### src/hw/rtl/ird_pkg.sv
// Package for the radix digit converter: state encoding, field widths and
// parameter defaults. No dependencies.
package ird_pkg;

  localparam int unsigned RadixW         = 9;
  localparam int unsigned DigitW         = 8;
  localparam int unsigned MaxDigitsDflt  = 32;
  localparam int unsigned ValueBitsDflt  = 31;

  localparam logic [RadixW-1:0] RadixReset = 9'd10;
  localparam logic [RadixW-1:0] RadixMin   = 9'd2;
  localparam logic [RadixW-1:0] RadixMax   = 9'd256;

  typedef enum logic [2:0] {
    ST_IDLE,
    ST_DIV,
    ST_READ,
    ST_EMIT,
    ST_ZERO
  } ird_state_e;

endpackage

### src/hw/rtl/integer_to_radix_digits_core.sv
// Radix digit converter: repeated division by the configured base, digits
// stacked in a local memory and emitted most significant first.
// Depends on ird_pkg.
//
// Each accepted value is divided by the radix with a restoring divider that
// retires one quotient bit a cycle, a full VALUE_BITS-bit division per digit;
// its remainder is written to the digit stack memory. Once the quotient
// reaches zero (or MAX_DIGITS digits are stacked) the stack is read back,
// each digit through a memory read state and then an output state that
// waits out any output stall. A zero input gives one transfer with digit 0,
// last_digit_o and empty_res_o set, offered in the cycle after acceptance.
// One value is in flight at a time: in_stall_o is low only while the block
// is idle. Radix values of 0 or 1 act as 2, values above 256 act as 256;
// the radix is written through the cfg channel, which is always ready.
module integer_to_radix_digits_core
  import ird_pkg::*;
#(
  parameter int unsigned MAX_DIGITS = MaxDigitsDflt,
  parameter int unsigned VALUE_BITS = ValueBitsDflt
) (
  input  logic                  clk_i,
  input  logic                  rst_ni,
  // configuration
  input  logic                  cfg_valid_i,
  output logic                  cfg_ready_o,
  input  logic [RadixW-1:0]     cfg_radix_i,
  // input channel
  input  logic                  in_valid_i,
  output logic                  in_stall_o,
  input  logic [VALUE_BITS-1:0] value_i,
  // output channel
  output logic                  out_valid_o,
  input  logic                  out_stall_i,
  output logic [DigitW-1:0]     digit_o,
  output logic                  last_digit_o,
  output logic                  empty_res_o
);

  localparam int unsigned AddrW = (MAX_DIGITS > 1) ? $clog2(MAX_DIGITS) : 1;
  localparam int unsigned CntW  = $clog2(MAX_DIGITS + 1);
  localparam int unsigned BitW  = (VALUE_BITS > 1) ? $clog2(VALUE_BITS) : 1;
  localparam int unsigned RemW  = RadixW + 1;

  localparam logic [BitW-1:0] LastBit   = BitW'(VALUE_BITS - 1);
  localparam logic [CntW-1:0] CntFull   = CntW'(MAX_DIGITS);
  localparam logic [CntW-1:0] CntOne    = CntW'(1);

  ird_state_e state_q, state_d;

  logic [RadixW-1:0]     radix_q;
  logic [RadixW-1:0]     base;
  logic [VALUE_BITS-1:0] quot_q, quot_d;
  logic [RadixW-1:0]     rem_q, rem_d;
  logic [BitW-1:0]       bit_cnt_q, bit_cnt_d;
  logic [CntW-1:0]       cnt_q, cnt_d;

  logic [RemW-1:0]       rem_sh;
  logic                  rem_ge;
  logic [RadixW-1:0]     rem_next;
  logic [VALUE_BITS-1:0] quot_next;
  logic                  digit_done;
  logic [CntW-1:0]       cnt_inc;

  logic [DigitW-1:0]     stack_mem [MAX_DIGITS];
  logic                  wr_en, rd_en;
  logic [AddrW-1:0]      wr_addr, rd_addr;
  logic [DigitW-1:0]     rd_data_q;
  logic [CntW-1:0]       cnt_dec;

  logic in_xfer, out_xfer;

  assign cfg_ready_o = 1'b1;
  assign in_xfer     = in_valid_i & ~in_stall_o;
  assign out_xfer    = out_valid_o & ~out_stall_i;

  // Radix register, saturated on use
  always_ff @(posedge clk_i or negedge rst_ni) begin
    if (!rst_ni) begin
      radix_q <= RadixReset;
    end else if (cfg_valid_i && cfg_ready_o) begin
      radix_q <= cfg_radix_i;
    end
  end

  always_comb begin
    if (radix_q < RadixMin) begin
      base = RadixMin;
    end else if (radix_q > RadixMax) begin
      base = RadixMax;
    end else begin
      base = radix_q;
    end
  end

  // Restoring divider step: one quotient bit a cycle, quotient shifts in place
  assign rem_sh    = {rem_q, quot_q[VALUE_BITS-1]};
  assign rem_ge    = rem_sh >= {1'b0, base};
  assign rem_next  = rem_ge ? RadixW'(rem_sh - {1'b0, base}) : RadixW'(rem_sh);
  assign quot_next = {quot_q[VALUE_BITS-2:0], rem_ge};
  assign digit_done = (bit_cnt_q == LastBit);
  assign cnt_inc   = cnt_q + CntOne;
  assign cnt_dec   = cnt_q - CntOne;

  // Next state
  always_comb begin
    state_d = state_q;
    unique case (state_q)
      ST_IDLE: begin
        if (in_xfer) begin
          state_d = (value_i == '0) ? ST_ZERO : ST_DIV;
        end
      end
      ST_DIV: begin
        if (digit_done && ((quot_next == '0) || (cnt_inc == CntFull))) begin
          state_d = ST_READ;
        end
      end
      ST_READ: state_d = ST_EMIT;
      ST_EMIT: begin
        if (out_xfer) begin
          state_d = (cnt_q == CntOne) ? ST_IDLE : ST_READ;
        end
      end
      ST_ZERO: begin
        if (out_xfer) begin
          state_d = ST_IDLE;
        end
      end
      default: state_d = ST_IDLE;
    endcase
  end

  // Datapath next values
  always_comb begin
    quot_d    = quot_q;
    rem_d     = rem_q;
    bit_cnt_d = bit_cnt_q;
    cnt_d     = cnt_q;
    wr_en     = 1'b0;
    unique case (state_q)
      ST_IDLE: begin
        if (in_xfer) begin
          quot_d    = value_i;
          rem_d     = '0;
          bit_cnt_d = '0;
          cnt_d     = '0;
        end
      end
      ST_DIV: begin
        quot_d = quot_next;
        if (digit_done) begin
          wr_en     = 1'b1;
          cnt_d     = cnt_inc;
          rem_d     = '0;
          bit_cnt_d = '0;
        end else begin
          rem_d     = rem_next;
          bit_cnt_d = bit_cnt_q + BitW'(1);
        end
      end
      ST_EMIT: begin
        if (out_xfer) begin
          cnt_d = cnt_dec;
        end
      end
      default: ;
    endcase
  end

  assign wr_addr = cnt_q[AddrW-1:0];
  assign rd_en   = (state_q == ST_READ);
  assign rd_addr = cnt_dec[AddrW-1:0];

  // Outputs
  always_comb begin
    in_stall_o   = 1'b1;
    out_valid_o  = 1'b0;
    digit_o      = rd_data_q;
    last_digit_o = (cnt_q == CntOne);
    empty_res_o  = 1'b0;
    unique case (state_q)
      ST_IDLE: in_stall_o = 1'b0;
      ST_EMIT: out_valid_o = 1'b1;
      ST_ZERO: begin
        out_valid_o  = 1'b1;
        digit_o      = '0;
        last_digit_o = 1'b1;
        empty_res_o  = 1'b1;
      end
      default: ;
    endcase
  end

  // Digit stack, read data registered
  always_ff @(posedge clk_i) begin
    if (wr_en) begin
      stack_mem[wr_addr] <= rem_next[DigitW-1:0];
    end
    if (rd_en) begin
      rd_data_q <= stack_mem[rd_addr];
    end
  end

  always_ff @(posedge clk_i or negedge rst_ni) begin
    if (!rst_ni) begin
      state_q   <= ST_IDLE;
      bit_cnt_q <= '0;
      cnt_q     <= '0;
    end else begin
      state_q   <= state_d;
      bit_cnt_q <= bit_cnt_d;
      cnt_q     <= cnt_d;
    end
  end

  always_ff @(posedge clk_i) begin
    quot_q <= quot_d;
    rem_q  <= rem_d;
  end

endmodule

### config.mk
export PLATFORM = sky130hd
export DESIGN_NAME = integer_to_radix_digits_core
export DESIGN_NICKNAME = d
export VERILOG_FILES = /design/src/hw/rtl/ird_pkg.sv /design/src/hw/rtl/integer_to_radix_digits_core.sv
export SDC_FILE = /design/constraint.sdc
export NUM_CORES = 1
export LEC_CHECK = 0
export BUFFER_PORTS_ARGS = -buffer_cell sky130_fd_sc_hd__buf_2
export CAP_MARGIN = 20
export CORE_UTILIZATION = 51
export DETAILED_ROUTE_END_ITERATION = 12
export PLACE_DENSITY_LB_ADDON = 0.05
export SETUP_SLACK_MARGIN = 0.1
export SYNTH_ARGS = -nofsm -noshare
export SYNTH_HDL_FRONTEND = slang
export SYNTH_SLANG_ARGS = --single-unit
export TNS_END_PERCENT = 5
### constraint.sdc
create_clock -name clk_i -period 8.8 [get_ports clk_i]
set_clock_uncertainty 0.2 [all_clocks]
set_input_delay 1.32 -clock clk_i [delete_from_list [all_inputs] [get_ports clk_i]]
set_output_delay 1.32 -clock clk_i [all_outputs]
set_load 0.01 [all_outputs]
==> summary.md, run 1 <==
| Metric | Value |
|---|---|
| Status | completed |
| Ports | 58 |
| Ys async rst share | 0.07034 |
| Combinational share of power | 0.340 |
| CTS tree | built |
| Unrepaired setup endpoints after global routing | false |
| Seq cells post-synth | 327 |
| Clk_lat worst skew | 0.52 ns |
| Via count | 7,848 |
| Worst hold slack | 0.3169 ns |
| Crit path kind | flip-flop to flip-flop |
| Post-synth net total | 915 |
| CP arrival | 4.08 ns |
| Leakage power | 5.496 nW |
| Final nets | 990 |
| Vias in the first global route | 7,912 |
| DR iter-0 viols | 814 |
| Post-cts hold buffer count | 0 |
| Residual DRC count | 0 |
| Int Power | 4.177 mW |
| Root buf cell | clkbuf_16 |
| Final min period | 4.115 ns |
| Core area | 26,950 um^2 |
| Worst reg2reg path depth | 10 |
| Yosys cell types | 68 |
| Final GP Congestion | 0.8300 |
| DRT Wirelength | 31.77 mm |
| Clock Power Share | 0.249 |
| Worst r2r src | radix_q[4] |
| Initial antenna violation count | 0 |
| PD cells | 386.0 nW/um^2 |
| Maximum root-to-sink buffer count | 3 |
| Max rail drop VDD | 0.2746 mV |
| Final setup fails | 0 |
| Crit path max fanout | 32 |
| Register area share after synthesis | 0.6934 |
| DRT antenna net count | 0 |
| Critical Path Source Type | flip-flop |
| Hold Startpoint | bit_cnt_q[4] |
| Sequential power share | 0.410 |
| Switching power | 1.996 mW |
| Total negative setup slack | 0 ns |
| CP Capture Type | flip-flop |
| Sw Share | 0.3234 |
| GRT Total Usage | 0.2328 |
| Via/cell ratio | 6.051 |
| Placed insts | 1,223 |
| Part of the cycle the worst path needs | 0.4677 |
| Final hold vios | 0 |
| Actual slew at the worst max-slew pin | 1.113 ns |
| Number of synthesized flops with an enable pin | 304 |
| Ys Warns | 0 |
| Hold path depth | 1 |
| Port Buf Inserts | 56 |
| DRT Pass-1 Iters | 5 |
| Fillers | 2,051 |
| Initial core utilization | 0.5195 |
| Avg WL per Cell | 24.49 um |
| Cell Count, Final, Fillers Out | 1,297 |
| Worst hold path class | flip-flop to flip-flop |
| Die width | 167.7 um |
| Layout cell share with drive strength beyond 1 | 0.2343 |
| Sink Count | 327 |
| Worst EP required | 8.77 ns |
| Endpoint, Worst Hold | bit_cnt_q[4] |
| Syn avg cell area | 16.41 um^2 |
| Die area | 28,120 um^2 |
| Max Cap Viol | 0 |
| Post-Syn Area | 14,000 um^2 |
| Mapped Cells | 853 |
| Post-DP HPWL | 19.68 mm |
| H-tree levels | 2 |
| Reg-to-reg slack, setup | 4.68 ns |
| Final Max Tran Viols | 0 |
| CTS Buf Count | 36 |
| Area Overhead vs Synth | 14.23% |
| Vert. Die Dim | 167.7 um |
| Setup Buffers After CTS | 0 |
| Grt ovf | 0 |
| Slew Limit Headroom | 0.2556 |
| N_diodes | 0 |
| First-pass GRT wire length | 47.76 mm |
| Top FF cell, synth | edfxtp_1 |
| Peak Freq | 243.0 MHz |
| CTS clk-pin slew, worst paths | 0.06 ns |
| Reg2reg end | stack_mem[12][1] |
| # resized after CTS | 0 |
| Pin count of the biggest net entering global routing | 65 |
| Rows | 60 |
[synth_stat cells (8+ instances only)]
cell type	instances	area (um^2)
o21ai_0	24	120.1
a21oi_1	11	55.05
mux4_2	74	1667
inv_1	13	48.80
dfrtp_1	21	525.5
mux2_2	8	90.09
nor3_1	11	55.05
ha_1	16	200.2
nor4_1	13	81.33
nor2b_1	10	62.56
clkbuf_1	25	93.84
nand2_1	149	559.3
o21a_1	8	60.06
nand3_1	9	45.04
nor2_1	45	168.9
edfxtp_1	304	9129
[layout make-up]
cell class / instances / area, um^2 / area share
inverters: 15 / 56.30 / 0.003521
clock buffers: 44 / 972.2 / 0.06079
well taps: 341 / 426.7 / 0.02668
flip-flops and latches: 327 / 9711 / 0.6072
multi-input cells: 472 / 4071 / 0.2546
clock inverters: 22 / 265.3 / 0.01659
repair buffers: 76 / 489.2 / 0.03059
[sequential cells by signal, summed over array words and instances (netlist names)]
register   count
stack_mem    256
quot_q        31
radix_q        9
rem_q          9
rd_data_q      8
cnt_q          6
bit_cnt_q      5
state_q        3
[placed cells by master, fill, tap and decap left out, types with 3 or more instances in the layout]
master,count
xnor2_1,4
nand2b_1,4
bufinv_16,5
nand3b_1,4
mux4_2,74
clkbuf_1,5
xor2_1,3
edfxtp_1,304
nor3_1,11
a21o_1,4
nand4_1,5
buf_6,5
nand2_1,149
nor2_1,45
or4_1,5
nor4_1,13
a31oi_1,4
ha_1,15
o211a_1,4
buf_4,13
clkinv_2,6
o21a_1,8
nand3_1,9
mux4_1,6
nor3b_1,3
dfrtp_1,20
clkinv_1,10
buf_2,56
inv_1,13
o21ai_0,24
clkbuf_16,37
nor2b_1,10
or3_1,6
a21oi_1,11
mux2_2,8
[power groups by stage]
stage / Clock, mW / Combinational (mW) / Sequential (mW)
after floorplan: 0 / 1.51 / 2.45
after global routing: 1.62 / 2.27 / 2.56
after global placement: 0 / 1.97 / 2.56
after detailed placement: 0 / 2.03 / 2.57
after CTS: 1.57 / 2.04 / 2.54
final: 1.54 / 2.10 / 2.53
[kinds of logic (layout without fill, tap and decap cells)]
family,Yosys count,count (layout),synth area share
flops,327,327,0.6934
simple gates,276,276,0.08955
mux,90,90,0.1382
compound gates,80,80,0.03986
buf+inv,54,157,0.01805
fa+ha+maj,17,17,0.01573
xor+xnor,8,8,0.005005
other cells,1,1,0.0002679
[layer usage]
| metal | vias to the layer above | share of wire | global-route usage |
|---|---|---|---|
| met2 | 270 | 0.51 | 0.3971 |
| met4 | 0 | 0.019 | 0.07459 |
| li1 | 3504 | - | - |
| met3 | 46 | 0.055 | 0.03569 |
| met1 | 4028 | 0.41 | 0.3089 |
| met5 | - | 0 | 0 |
[worst max-delay path by stage]
stage | startpoint | to | slack [ns] | depth (start not counted)
detailed placement | radix_q[4] | stack_mem[24][3] | 4.69 | 10
global placement | cnt_q[0] | rd_data_q[0] | 4.54 | 7
finish | radix_q[4] | stack_mem[12][1] | 4.68 | 10
global route | radix_q[5] | stack_mem[5][1] | 4.36 | 10
CTS | radix_q[4] | stack_mem[27][3] | 4.68 | 10
floorplan | radix_q[4] | stack_mem[0][0] | 4.58 | 10
[stage by stage]
step | cell area, um^2 | utilization | power [mW] | worst slack (ns)
2_1_floorplan | 14000 | - | 3.963 | 4.581
3_3_place_gp | 14620 | 0.5425 | 4.526 | 4.536
3_5_place_dp | 14640 | 0.5432 | 4.606 | 4.692
4_1_cts | 15880 | 0.5891 | 6.146 | 4.680
5_1_grt | 15990 | 0.5934 | 6.454 | 4.363
6_report | 15990 | 0.5934 | 6.173 | 4.685
[critical path, stage by stage, from the launching register on]
cell,delay (ns)
dfrtp_1,0.39
nor4_1,0.30
nand2_1,0.12
o211a_1,0.24
ha_1,0.21
fa_1,0.40
nor2b_1,0.22
o31a_1,0.26
o221ai_1,0.35
a21o_1,0.29
nand2_1,0.75
Power figures use the tool's default switching activity.
==> run 2: changes to the inputs <==
- clock period: 8.8 -> 3.33 ns (I/O delays scaled with it)
==> summary.md, run 2 (synthesized netlist as in run 1, its figures left out) <==
| Metric | Value |
|---|---|
| Clk_lat worst skew | 0.52 ns (about the same) |
| Placed insts | 1,274 (was 1,223) |
| Part of the cycle the worst path needs | 0.9882 (was 0.4677) |
| Initial core utilization | 0.5195 (unchanged) |
| Total negative setup slack | 0 ns (unchanged) |
| DR iter-0 viols | 633 (was 814) |
| Initial antenna violation count | 0 (unchanged) |
| Reg2reg end | stack_mem[24][6] (was stack_mem[12][1]) |
| H-tree levels | 2 (unchanged) |
| Area Overhead vs Synth | 18.76% (was 14.23%) |
| Switching power | 5.627 mW (was 1.996 mW) |
| Grt ovf | 0 (unchanged) |
| Cell Count, Final, Fillers Out | 1,360 (was 1,297) |
| Worst reg2reg path depth | 12 (was 10) |
| Via count | 8,105 (was 7,848) |
| Worst r2r src | radix_q[7] (was radix_q[4]) |
| GRT Total Usage | 0.2384 (was 0.2328) |
| Actual slew at the worst max-slew pin | 0.7741 ns (was 1.113 ns) |
| Int Power | 11.59 mW (was 4.177 mW) |
| Max rail drop VDD | 0.6380 mV (was 0.2746 mV) |
| CTS Buf Count | 35 (was 36) |
| Die area | 28,120 um^2 (unchanged) |
| N_diodes | 0 (unchanged) |
| Max Cap Viol | 0 (unchanged) |
| Final min period | 3.291 ns (was 4.115 ns) |
| Final nets | 1,057 (was 990) |
| DRT antenna net count | 0 (unchanged) |
| Combinational share of power | 0.407 (was 0.340) |
| Clock Power Share | 0.215 (was 0.249) |
| CTS tree | built (unchanged) |
| Critical Path Source Type | flip-flop (unchanged) |
| Final setup fails | 0 (unchanged) |
| Leakage power | 5.845 nW (was 5.496 nW) |
| DRT Pass-1 Iters | 5 (unchanged) |
| First-pass GRT wire length | 49.11 mm (was 47.76 mm) |
| Endpoint, Worst Hold | radix_q[0] (was bit_cnt_q[4]) |
| CP arrival | 3.34 ns (was 4.08 ns) |
| CTS clk-pin slew, worst paths | 0.06 ns (about the same) |
| Final hold vios | 0 (unchanged) |
| Crit path max fanout | 8 (was 32) |
| Unrepaired setup endpoints after global routing | true (was false) |
| DP Area | 15,140 um^2 (was 14,640 um^2) |
| Post-DP HPWL | 19.75 mm (was 19.68 mm) |
| Avg WL per Cell | 24.22 um (was 24.49 um) |
| Worst hold slack | 0.02412 ns (was 0.3169 ns) |
| Top flop regs | stack_mem x256, quot_q x31 (unchanged) |
| Rows | 60 (unchanged) |
| Vias in the first global route | 8,284 (was 7,912) |
| Commonest non-fill, non-tap cell in the layout | edfxtp_1 (unchanged) |
| Maximum root-to-sink buffer count | 3 (unchanged) |
| Via/cell ratio | 5.960 (was 6.051) |
| Max FFs per register | 256 (unchanged) |
| Layout cell share with drive strength beyond 1 | 0.2905 (was 0.2343) |
| Reg-to-reg slack, setup | 0.04 ns (was 4.68 ns) |
| Residual DRC count | 0 (unchanged) |
| Worst hold path class | primary input to flip-flop (was flip-flop to flip-flop) |
| Layout Cell Area excl Fill | 16,630 um^2 (was 15,990 um^2) |
| Worst EP required | 3.38 ns (was 8.77 ns) |
| Core area | 26,950 um^2 (unchanged) |
| Sink Count | 327 (unchanged) |
| Sw Share | 0.3267 (was 0.3234) |
| Slew Limit Headroom | 0.4840 (was 0.2556) |
| Final Power | 17.22 mW (was 6.173 mW) |
| CP Capture Type | flip-flop (unchanged) |
| Port Buf Inserts | 56 (unchanged) |
| Vert. Die Dim | 167.7 um (unchanged) |
| Crit path kind | flip-flop to flip-flop (unchanged) |
| Ports | 58 (unchanged) |
| Final Max Tran Viols | 0 (unchanged) |
| Status | completed (unchanged) |
| Sequential power share | 0.379 (was 0.410) |
| Register with the most flip-flops | stack_mem (unchanged) |
| Peak Freq | 303.9 MHz (was 243.0 MHz) |
| Final GP Congestion | 0.8690 (was 0.8300) |
| Pin count of the biggest net entering global routing | 61 (was 65) |
| DRT Wirelength | 32.94 mm (was 31.77 mm) |
| Root buf cell | clkbuf_16 (unchanged) |
| Most frequent cells in the layout | edfxtp_1 (304), nand2_1 (147), mux4_2 (74), buf_4 (63), buf_2 (56) (was edfxtp_1 (304), nand2_1 (149), mux4_2 (74), buf_2 (56), nor2_1 (45)) |
| PD cells | 1036 nW/um^2 (was 386.0 nW/um^2) |
| Die width | 167.7 um (unchanged) |
| Hold path depth | 2 (was 1) |
| Hold Startpoint | cfg_radix_i[0] (was bit_cnt_q[4]) |
## run 2: changes by cell type in the layout (fill, tap and decap cells not counted), sizes merged
cell	previous run	this run
buf	76	138
clkinv	19	13
bufinv	5	3
clkbuf	44	46
dlygate4sd3	0	2
inv	13	15
mux2	8	10
a21boi	1	2
## run 2: metrics by stage
step                worst slack, ns  utilization
finish                      0.03927       0.6169
global route                -0.1088       0.6169
CTS                         0.06014       0.6081
detailed placement          -0.2260       0.5617
global placement            -0.1014       0.5617
floorplan                    0.1134            -
## run 2: how the worst max path moves through the flow
stage,from,cells after the start,endpoint
2_1_floorplan,radix_q[4],10,stack_mem[0][1]
3_3_place_gp,radix_q[4],10,stack_mem[25][7]
3_5_place_dp,radix_q[4],10,stack_mem[28][7]
4_1_cts,radix_q[4],11,stack_mem[18][0]
5_1_grt,radix_q[7],12,stack_mem[2][6]
6_report,radix_q[7],12,stack_mem[24][6]
## run 2: final cells by class
cell class / instances / area [um^2]
flip-flops and latches: 327 / 9711
repair buffers: 141 / 1126
well taps: 341 / 426.7
clock inverters: 16 / 162.7
fillers: 1991 / 10320
multi-input cells: 475 / 4230
inverters: 15 / 56.30
clock buffers: 45 / 913.4
## run 2: power by group through the flow
stage               registers (mW)  logic [mW]  clock network [mW]
detailed placement            6.58        6.18                   0
floorplan                     6.47        4.02                   0
finish                        6.52        7.00                3.69
CTS                           6.51        6.57                3.76
global placement              6.56        6.06                   0
global route                  6.56        7.53                3.92
## run 2: per-layer routing
metal | up-vias | wire length [um] | GRT usage
li1 | 3623 | - | -
met1 | 4145 | 13960 | 0.3238
met2 | 268 | 16310 | 0.3940
met3 | 69 | 1696 | 0.03403
met4 | 0 | 975 | 0.09095
met5 | - | 0 | 0
## run 2: critical path, cell delays in order, from the launching register on
cell and delay, ns:
dfrtp_1 0.41, nor4_4 0.29, nand2_1 0.11, o211a_1 0.27
ha_4 0.18, fa_2 0.36, nor2b_2 0.14, o31a_1 0.21
o221a_4 0.25, nor2_4 0.09, buf_6 0.14, o21a_4 0.22
clkbuf_16 0.17
## run 2: repair_timing
action,CTS,global route
buffers inserted,6,12
endpoints found under the setup margin,258,262
pin swaps,5,14
endpoints found under the hold margin,22,0
gates resized for setup,15,18
gates cloned,3,2
hold buffers,2,0
==> run 3: changes to the inputs <==
--- a/config.mk
+++ b/config.mk
@@ -8,5 +8,5 @@
 export BUFFER_PORTS_ARGS = -buffer_cell sky130_fd_sc_hd__buf_2
-export CAP_MARGIN = 20
 export CORE_UTILIZATION = 51
 export DETAILED_ROUTE_END_ITERATION = 12
+export GPL_TIMING_DRIVEN = 0
 export PLACE_DENSITY_LB_ADDON = 0.05
--- a/constraint.sdc
+++ b/constraint.sdc
@@ -4,2 +4,2 @@
 set_output_delay 0.4995 -clock clk_i [all_outputs]
-set_load 0.01 [all_outputs]
+set_load 0.005 [all_outputs]
==> summary.md, run 3 (synthesized netlist as in run 1, its figures left out) <==
| Metric | Value |
|---|---|
| Place WS | -0.9600 ns (was -0.2260 ns) |
| Placed insts | 1,251 (was 1,274) |
| Final nets | 1,048 (was 1,057) |
| Final hold vios | 0 (unchanged) |
| Most frequent cells in the layout | edfxtp_1 (304), nand2_1 (145), mux4_2 (74), buf_2 (59), clkbuf_16 (37) (was edfxtp_1 (304), nand2_1 (147), mux4_2 (74), buf_4 (63), buf_2 (56)) |
| Multi-input logic area | 4581 um^2 (was 4230 um^2) |
| Unrepaired setup endpoints after global routing | true (unchanged) |
| CTS clk-pin slew, worst paths | 0.06 ns (about the same) |
| Max rail drop VDD | 0.6049 mV (was 0.6380 mV) |
| Crit path max fanout | 9 (was 8) |
| Leakage power | 5.721 nW (was 5.845 nW) |
| Total negative setup slack | -0.3661 ns (was 0 ns) |
| Layout cell share with drive strength beyond 1 | 0.3126 (was 0.2905) |
| Sw Share | 0.3617 (was 0.3267) |
| Top Metal Used | met4 (unchanged) |
| Vert. Die Dim | 167.7 um (unchanged) |
| Initial core utilization | 0.5195 (unchanged) |
| Grt ovf | 0 (unchanged) |
| Top flop regs | stack_mem x256, quot_q x31 (unchanged) |
| CP arrival | 3.30 ns (was 3.34 ns) |
| Clk_lat worst skew | 0.51 ns (was 0.52 ns) |
| Int Power | 11.65 mW (was 11.59 mW) |
| CTS tree | built (unchanged) |
| Via count | 8,304 (was 8,105) |
| Register area | 9708 um^2 (was 9711 um^2) |
| Port Buf Inserts | 56 (unchanged) |
| GRT Total Usage | 0.2425 (was 0.2384) |
| DRT antenna net count | 0 (unchanged) |
| Status | finished with violations (was completed) |
| Max FFs per register | 256 (unchanged) |
| H-tree levels | 2 (unchanged) |
| Die area | 28,120 um^2 (unchanged) |
| Peak Freq | 297.5 MHz (was 303.9 MHz) |
| Final min period | 3.361 ns (was 3.291 ns) |
| Area Overhead vs Synth | 19.26% (was 18.76%) |
| Cell Count, Final, Fillers Out | 1,353 (was 1,360) |
| Die width | 167.7 um (unchanged) |
| Register with the most flip-flops | stack_mem (unchanged) |
| Final setup fails | 27 (was 0) |
| Final Max Tran Viols | 0 (unchanged) |
| Switching power | 6.601 mW (was 5.627 mW) |
| Root buf cell | clkbuf_16 (unchanged) |
| Final Power | 18.25 mW (was 17.22 mW) |
| CP Capture Type | flip-flop (unchanged) |
| Core area | 26,950 um^2 (unchanged) |
| Residual DRC count | 0 (unchanged) |
| Vias in the first global route | 8,213 (was 8,284) |
| First-pass GRT wire length | 49.60 mm (was 49.11 mm) |
| Sequential power share | 0.355 (was 0.379) |
| CTS Buf Count | 36 (was 35) |
| Failing checks | setup timing |
| PD cells | 1093 nW/um^2 (was 1036 nW/um^2) |
| Worst hold slack | 0.02148 ns (was 0.02412 ns) |
| Fillers | 1,943 (was 1,991) |
| Part of the cycle the worst path needs | 1.009 (was 0.9882) |
| Post-Route M1 WL | 14.17 mm (was 13.96 mm) |
| DRT Wirelength | 34.22 mm (was 32.94 mm) |
| Worst EP required | 3.27 ns (was 3.38 ns) |
| Initial antenna violation count | 1 (was 0) |
| Avg WL per Cell | 25.29 um (was 24.22 um) |
| Combinational share of power | 0.441 (was 0.407) |
| Slew Limit Headroom | 0.4842 (was 0.4840) |
| Routed wl met2 | 16.17 mm (was 16.31 mm) |
| Rows | 60 (unchanged) |
| Actual slew at the worst max-slew pin | 0.7709 ns (was 0.7741 ns) |
| Final GP Congestion | 0.8581 (was 0.8690) |
| DRT Pass-1 Iters | 5 (unchanged) |
| Crit path kind | flip-flop to flip-flop (unchanged) |
| Worst hold path class | primary input to flip-flop (unchanged) |
| DR iter-0 viols | 858 (was 633) |
| Pin count of the biggest net entering global routing | 33 (was 61) |
| Maximum root-to-sink buffer count | 3 (unchanged) |
| Sink Count | 327 (unchanged) |
| Commonest non-fill, non-tap cell in the layout | edfxtp_1 (unchanged) |
| Via/cell ratio | 6.137 (was 5.960) |
| Critical Path Source Type | flip-flop (unchanged) |
| DR WL met3 | 2.771 mm (was 1.696 mm) |
| Fin worst setup slack | -0.03109 ns (was 0.03927 ns) |
| Post-DP HPWL | 20.70 mm (was 19.75 mm) |
| Ports | 58 (unchanged) |
| Clock Power Share | 0.204 (was 0.215) |
| Max Cap Viol | 0 (unchanged) |
==> run 3: critical path, cell delays in order, from the launching register on <==
cell      delay, ns
dfrtp_1        0.32
clkbuf_1       0.31
nand2b_1       0.16
or2_1          0.23
clkbuf_1       0.22
nor2_1         0.32
nand2_1        0.48
nor2_1         0.76
==> run 3: repair_timing <==
item                       in CTS  in global routing
buffers inserted               14                 11
setup endpoints to repair     391                509
pin swaps                      11                 12
hold endpoints to repair       21                  0
gates cloned                    9                  3
resized for setup              91                 33
hold buffers                    1                  0
==> run 3: area by class of cell <==
class / count / area share
Tap cell: 341 / 0.02555
Clock buffer: 46 / 0.05748
Timing Repair Buffer: 83 / 0.03395
Inverter: 15 / 0.003372
Multi-Input combinational cell: 484 / 0.2744
Antenna cell: 1 / 0.0001499
Sequential cell: 327 / 0.5815
Buffer: 39 / 0.01536
Clock inverter: 17 / 0.008318
==> run 3: worst paths after layout <==
kind / startpoint / end / slack (ns) / depth (start not counted)
setup / recovery: state_q[0] / stack_mem[27][1] / -0.03 / 7
hold / removal: cfg_radix_i[1] / radix_q[1] / 0.02 / 3
setup reg to reg: state_q[0] / stack_mem[27][1] / -0.03 / 7
hold reg to reg: bit_cnt_q[4] / bit_cnt_q[4] / 0.31 / 1
max in group asynchronous: rst_ni / radix_q[5] / 2.18 / 2
min in group asynchronous: rst_ni / bit_cnt_q[4] / 0.33 / 2
==> run 3: power groups by stage <==
| stage | clock [mW] | combinational, mW | sequential, mW |
|---|---|---|---|
| finish | 3.72 | 8.04 | 6.49 |
| global route | 3.91 | 8.47 | 6.52 |
| floorplan | 0 | 4.02 | 6.47 |
| detailed placement | 0 | 6.01 | 6.62 |
| CTS | 3.77 | 7.50 | 6.47 |
| global placement | 0 | 5.77 | 6.59 |
==> run 3: per-layer routing <==
layer / vias up / global-route usage
met1: 4214 / 0.3312
li1: 3635 / -
met3: 57 / 0.06689
met2: 398 / 0.3763
met4: 0 / 0.08696
met5: - / 0
==> run 3: metrics by stage <==
step           instance area [um^2]    util
5_1_grt                       16690  0.6194
4_1_cts                       16440  0.6101
3_3_place_gp                  14720  0.5461
3_5_place_dp                  14750  0.5471
6_report                      16700  0.6195
2_1_floorplan                 14010       -
